**config.mk**
```make
export PLATFORM = sky130hd
export DESIGN_NAME = mkds_ctrl
export DESIGN_NICKNAME = d
export VERILOG_FILES = /design/src/hw/rtl/mkds_pkg.sv /design/src/hw/rtl/mkds_ctrl.sv
export VERILOG_INCLUDE_DIRS = /design/src /design/src/hw/rtl
export SDC_FILE = /design/constraint.sdc
export NUM_CORES = 1
export LEC_CHECK = 0
export ABC_AREA = 1
export BUFFER_PORTS_ARGS = -buffer_cell sky130_fd_sc_hd__buf_2
export CAP_MARGIN = 20
export CELL_PAD_IN_SITES_DETAIL_PLACEMENT = 0
export CELL_PAD_IN_SITES_GLOBAL_PLACEMENT = 1
export CORE_AREA = 2 2 39 41
export CTS_BUF_LIST = sky130_fd_sc_hd__clkbuf_2 sky130_fd_sc_hd__clkbuf_4 sky130_fd_sc_hd__clkbuf_8
export CTS_CLUSTER_DIAMETER = 150
export DETAILED_ROUTE_END_ITERATION = 8
export DIE_AREA = 0 0 41 43
export PLACE_DENSITY = 0.6
export SKIP_CTS_REPAIR_TIMING = 1
export SLEW_MARGIN = 20
export SYNTH_ARGS = -nofsm -noshare
export SYNTH_HDL_FRONTEND = slang
export SYNTH_SLANG_ARGS = --single-unit
```
**constraint.sdc**
```tcl
create_clock -name clk_i -period 2.51 [get_ports clk_i]
set_input_delay 0.502 -clock clk_i [delete_from_list [all_inputs] [get_ports clk_i]]
set_output_delay 0.502 -clock clk_i [all_outputs]
set_load 0.01 [all_outputs]
```
**src/hw/rtl/max_key_disjoint_set_assert.svh**
```systemverilog
// ----------------------------------------------------------------------------
// max_key_disjoint_set assertion macros
// concurrent assertion shorthands clocked on clk_i, disabled during reset
// ----------------------------------------------------------------------------
`ifndef MAX_KEY_DISJOINT_SET_ASSERT_SVH
`define MAX_KEY_DISJOINT_SET_ASSERT_SVH

// same-cycle implication
`define MKDS_ASSERT_NOW(name, ante, cons) \
  name: assert property (@(posedge clk_i) disable iff (!rst_ni) (ante) |-> (cons)) \
    else $error("mkds assertion failed");

// next-cycle implication
`define MKDS_ASSERT_NEXT(name, ante, cons) \
  name: assert property (@(posedge clk_i) disable iff (!rst_ni) (ante) |=> (cons)) \
    else $error("mkds assertion failed");

`endif

```
**src/hw/rtl/mkds_pkg.sv**
```systemverilog
// ----------------------------------------------------------------------------
// mkds_pkg
// shared constants, codes and controller/datapath types
// ----------------------------------------------------------------------------
package mkds_pkg;

  // table size and derived widths
  localparam int unsigned MAX_ELEMENTS = 16384;
  localparam int unsigned IDX_W        = 14;
  localparam int unsigned SCORE_W      = 32;
  localparam int unsigned STEP_W       = $clog2(MAX_ELEMENTS + 1);
  localparam int unsigned FUNC_W       = 2;
  localparam int unsigned STATUS_W     = 2;

  // item operation codes
  typedef enum logic [FUNC_W-1:0] {
    FUNC_INIT  = 2'd0,
    FUNC_MERGE = 2'd1,
    FUNC_QUERY = 2'd2
  } mkds_func_e;

  // result status codes
  typedef enum logic [STATUS_W-1:0] {
    ST_DONE    = 2'd0,
    ST_INVALID = 2'd1,
    ST_EQUAL   = 2'd2,
    ST_QUERY   = 2'd3
  } mkds_status_e;

  // controller to datapath
  typedef struct packed {
    logic ready;      // input channel may take a transaction
    logic start_a;    // begin root walk at first element
    logic start_b;    // begin root walk at second element
    logic advance;    // follow parent link one step
    logic capture_a;  // latch root and score of first walk
    logic capture_b;  // latch root and score of second walk
    logic finish;     // write tables and load result register
  } mkds_cmd_t;

  // datapath to controller
  typedef struct packed {
    logic req_fire;   // input transaction this cycle
    logic is_merge;
    logic is_query;
    logic in_range;   // element indexes fit the table
    logic at_root;    // current walk element is its own parent or the walk hit its step limit
    logic out_free;   // result register can take a new result
  } mkds_sts_t;

endpackage

```
**src/hw/rtl/mkds_ctrl.sv**
```systemverilog
// ----------------------------------------------------------------------------
// mkds_ctrl
// sequencer for init, merge and query: decode, root walks, result write-back
// ----------------------------------------------------------------------------
`include "max_key_disjoint_set_assert.svh"

module mkds_ctrl (
  input  logic                clk_i,
  input  logic                rst_ni,
  input  mkds_pkg::mkds_sts_t sts_i,
  output mkds_pkg::mkds_cmd_t cmd_o
);

  localparam logic [2:0] S_IDLE   = 3'd0;
  localparam logic [2:0] S_DECODE = 3'd1;
  localparam logic [2:0] S_READ   = 3'd2;
  localparam logic [2:0] S_CHECK  = 3'd3;
  localparam logic [2:0] S_RESP   = 3'd4;

  logic [2:0] state_q, state_d;
  logic       walk_b_q, walk_b_d;

  // next state and commands
  always_comb begin
    state_d  = state_q;
    walk_b_d = walk_b_q;
    cmd_o    = '0;
    case (state_q)
      S_IDLE: begin
        cmd_o.ready = 1'b1;
        if (sts_i.req_fire) begin
          state_d = S_DECODE;
        end
      end
      S_DECODE: begin
        if ((sts_i.is_merge || sts_i.is_query) && sts_i.in_range) begin
          cmd_o.start_a = 1'b1;
          walk_b_d      = 1'b0;
          state_d       = S_READ;
        end else begin
          state_d = S_RESP;
        end
      end
      S_READ: begin
        state_d = S_CHECK;
      end
      S_CHECK: begin
        if (!sts_i.at_root) begin
          cmd_o.advance = 1'b1;
          state_d       = S_READ;
        end else if (walk_b_q) begin
          cmd_o.capture_b = 1'b1;
          state_d         = S_RESP;
        end else begin
          cmd_o.capture_a = 1'b1;
          if (sts_i.is_merge) begin
            cmd_o.start_b = 1'b1;
            walk_b_d      = 1'b1;
            state_d       = S_READ;
          end else begin
            state_d = S_RESP;
          end
        end
      end
      S_RESP: begin
        if (sts_i.out_free) begin
          cmd_o.finish = 1'b1;
          state_d      = S_IDLE;
        end
      end
      default: begin
        state_d = S_IDLE;
      end
    endcase
  end

  // state registers
  always_ff @(posedge clk_i or negedge rst_ni) begin
    if (!rst_ni) begin
      state_q  <= S_IDLE;
      walk_b_q <= 1'b0;
    end else begin
      state_q  <= state_d;
      walk_b_q <= walk_b_d;
    end
  end

  // checks
  `MKDS_ASSERT_NEXT(a_accept_decodes, state_q == S_IDLE && sts_i.req_fire, state_q == S_DECODE)
  `MKDS_ASSERT_NOW(a_finish_needs_slot, cmd_o.finish, sts_i.out_free)
  `MKDS_ASSERT_NOW(a_one_walk_action, 1'b1, $onehot0({cmd_o.advance, cmd_o.capture_a, cmd_o.capture_b}))
  `MKDS_ASSERT_NOW(a_second_walk_merge, walk_b_q && state_q == S_CHECK, sts_i.is_merge)

endmodule

```
* Word level (Yosys, flattened, before mapping) *
Index checks and enable logic that the tools add are counted.

word-level totals
  flip-flop bits (word level) = 4
  input port bits = 8
  output and inout bits = 7
  word-level logic and storage cells = 40

operators by class
  equal/unequal tests = 8
  multiplexer cells = 24
  reduce and logical (&&, ||, !) cells = 6

operators with widths
  operator                                                          count
  3-bit two-way mux                                                 6
  3-bit one-hot mux with 5 select lines                             1
  1-bit two-way mux                                                 14
  2-bit inequality test (second input constant)                     4
  3-bit by 2-bit == test with 1-bit output (second input constant)  2
  4-bit two-way mux                                                 1
  3-bit by 1-bit == test with 1-bit output (second input constant)  1
  3-bit == test (second input constant)                             1
  3-bit zero test                                                   1
  3-bit AND reduction                                               1
  2-bit two-way mux                                                 1
  1-bit one-hot mux with 2 select lines                             1
  2-bit AND reduction                                               1
  2-bit nonzero test                                                1
  1-bit logical AND                                                 1
  1-bit logical OR                                                  1

* Longest topological paths before layout *
  word-level depth = 4
  mapped depth = 5
  gate-level depth less buffers = 5

* Worst setup path before layout *
Ideal clock, no wire load.

  path type = register to output
  start = register state_q[2]
  end = output cmd_o[0] in the netlist's numbering
  arrival time = 912 ps
  data required time = 2008 ps
  setup slack = 1096 ps
  cell stages (with the launch flop) = 3
  buffers on the path = 0
  cells stage by stage = dfrtp_1 -> inv_2 -> nor4_1

RTL lines
  element                 line             RTL
  from (decl)             mkds_ctrl.sv:20  logic [2:0] state_q, state_d;
  from (signal assigned)  mkds_ctrl.sv:83  state_q <= state_d;
  to (decl)               mkds_ctrl.sv:11  output mkds_pkg::mkds_cmd_t cmd_o

==> results summary <==
The mean routed wirelength per cell came out at between 8 and 9 um. The final hold violation count came out at 0. Clock tree synthesis selected as its root buffer the cell clkbuf_4. The number of max-slew violations in the final report came out at 0. The number of iterations in the first detailed-routing pass is 2.

The buffering stage count on the worst path with inverters included came out at 2. Setup violations remaining at the end of the flow were counted as 0. The count of inserted antenna diode cells is 0. Traced cell by cell, the critical path runs through inv_2 > nand3_2 > nor2_2 > buf_2. The combined flip-flop and latch cell area came out at around 100 um2. Each instance of the synthesized netlist takes up on average 7.58 um2. The cell area after layout is approximately 390 um2. The number of vias per cell came out at 4.16.

In the routed design, unresolved DRC markers number 0. The number of global-route vias before repair was 254. In this run, the number of DRC markers left after iteration 0 of detailed routing was 1. The net count after synthesis is 44. Setup repair after global routing left no endpoint under its margin. During I/O placement, the number of pins put on the boundary was 15. The detailed placer's ending HPWL came out at 510 um. The number of fillers in the final layout is 170. At the end of routability-driven placement, the weighted congestion stood at 0.660. The floorplan die width is 41 um. The critical path endpoint category is a primary output. The worst pin sits at a relative slew slack of a little over 80%. The kind of critical path is register to primary output. The maximum clock insertion buffer count came out at 2. On the final layout, the worst clock skew is 0.00465 ns. Compared with the post-synthesis result, the final layout area differs by 41.3%. The multi-input combinational cells in the finished layout cover a total of between 100 and 150 um2. For this design, the slowest cell found on the critical path is dfrtp_1. The maximum clock rate is between 500 and 600 MHz. The initial cell density of the core came out at 19.7%. For this run, the total global-route usage over all layers was measured as 7.96%. For this design the static power due to leakage is 0.213 nW. The minimum clock period came out at 1.72 ns. The placed instances occupy a cell area of 363 um2.

The cell family contributing the most delay on the critical path is flip-flops. The core box area is between 0.001 and 0.0015 mm2. After routing, the total negative slack on setup checks comes to 0 ns.

The library cell used most frequently in the layout, excluding fill and tap cells, is buf_2. The utilization after layout is 27.8%. The worst setup path is launched from a register. The post-route netlist has about 49% of its cells at a drive strength greater than 1. Entering global routing, the biggest net connects 7 pins. The number of nets in the finished design is 63. The number of nets still failing antenna checks after routing is 0. The post-synthesis sequential element count is 4. After synthesis the cells add up to 273 um2. The part of the Yosys area used for sequential elements is 36.7%. The detailed-route via count came out at ~290. The die covers 0.00176 mm2. The TritonCTS sink count is 4. The clock buffer count from CTS is 3.

In the layout the commonest cells are buf_2, inv_1, nand2_1, dfrtp_1. The count of port buffers added during placement is 14. The required time reported for the critical path endpoint is 2.01 ns.

The aggregate routed wire length came out at 586 um. The first global-routing pass estimated 931 um of wire. The die is 43 um tall. The measured slew at the worst slew-check pin came out at 0.275 ns. The initial antenna violation count came out at 0. The post-CTS clock slew at the launch and capture registers of the worst setup and hold paths came out at around 0.040 ns. The min-delay analysis places its worst path in the category input port to async pin. Across the VDD grid, the largest voltage drop is 337 uV. The flow ran to the end, and the final reports show no timing, DRC or antenna violations. The number of different library cells used by synthesis comes to 16. CTS built an H-tree with a depth of 1. For this run the aggregate overflow at the end of global routing stands at 0. The CTS tree is done. The post-route clock period utilization is 68.4%. Counting every instance in the synthesized netlist gives 36. The delay of the slowest cell on the worst path came out at 0.44 ns. In this run the worst path has a maximum fanout of 5. The count of synthesis-stage warnings from yosys came out at 0. The clock insertion delay at the later pin of the skew report is 0.23 ns. The floorplan row count is 14. Across the run, the number of max-cap violations was 0.

The critical path arrival came out at 1.21 ns. Dividing total power by cell area gives a power density of around 960 mW/mm2.
## Yosys cell counts
| cell | number | area, um2 |
|---|---|---|
| o211ai_1 | 1 | 7.51 |
| nor2_4 | 1 | 11.3 |
| nor3_1 | 2 | 10.0 |
| nor4_1 | 1 | 6.26 |
| nand4_1 | 1 | 6.26 |
| nand2_1 | 5 | 18.8 |
| a21oi_2 | 1 | 8.76 |
| nand2_2 | 1 | 6.26 |
| nand3_2 | 3 | 30.0 |
| inv_1 | 6 | 22.5 |
| dfrtp_1 | 4 | 100 |
| inv_2 | 2 | 7.51 |
| nor2_2 | 1 | 6.26 |
| nor2_1 | 3 | 11.3 |
| nand3_1 | 3 | 15.0 |
| o21ai_0 | 1 | 5.00 |
## final timing paths
check | end | from | slack (ns) | cells after the start
min in group clk_i | state_q[0] | sts_i[5] | 0.51 | 3
max in group asynchronous | state_q[2] | rst_ni | 2.32 | 1
max | cmd_o[5] | state_q[2] | 0.79 | 4
min reg2reg | walk_b_q | walk_b_q | 0.59 | 2
min | walk_b_q | rst_ni | 0.07 | 1
max reg2reg | state_q[1] | state_q[2] | 1.52 | 5
## through the flow
stage	setup slack (ns)	power [mW]	hold slack (ns)	instances
6_report	0.794	0.370	0.0695	69
5_1_grt	0.680	0.409	0.0606	69
4_1_cts	0.776	0.379	0.0674	69
3_5_place_dp	0.891	0.300	0.314	66
3_3_place_gp	0.911	0.304	0.309	66
2_1_floorplan	1.10	0.246	0.206	36
## per-layer routing
metal,vias to the layer above,share of wire [%],GRT usage (%)
li1,153,-,-
met1,123,47,11.4
met2,11,43,10.0
met3,0,9.7,3.14
met4,0,0,4.00
met5,-,0,0
## power breakdown
group / switching, mW / leakage, nW / internal, mW / total (mW)
sequential: 0.0400 / 0.0520 / 0.0940 / 0.134
clock: 0.0220 / 0.0138 / 0.0532 / 0.0752
combinational: 0.0948 / 0.147 / 0.0664 / 0.161
total: 0.157 / 0.213 / 0.214 / 0.370
## flip-flops by register name (all words and copies together), names as in the netlist
| signal | count |
|---|---|
| state_q | 3 |
| walk_b_q | 1 |
## cell type report
cell class	instances	share of cell area, %
sequential	4	26.0
inverter	8	7.79
clock buffer	3	5.84
tap	16	5.19
timing repair buffer	14	18.2
multi-input combinational	24	37.0
## kinds of logic (layout without fill, tap and decap cells)
| group | count (synthesis) | in the layout | synth area share (%) |
|---|---|---|---|
| AO/OA/AOI/OAI | 3 | 3 | 7.80 |
| buffers and inverters | 8 | 25 | 11.0 |
| flip-flops | 4 | 4 | 36.7 |
| AND/OR/NAND/NOR | 21 | 21 | 44.5 |
Power figures use the tool's default switching activity.
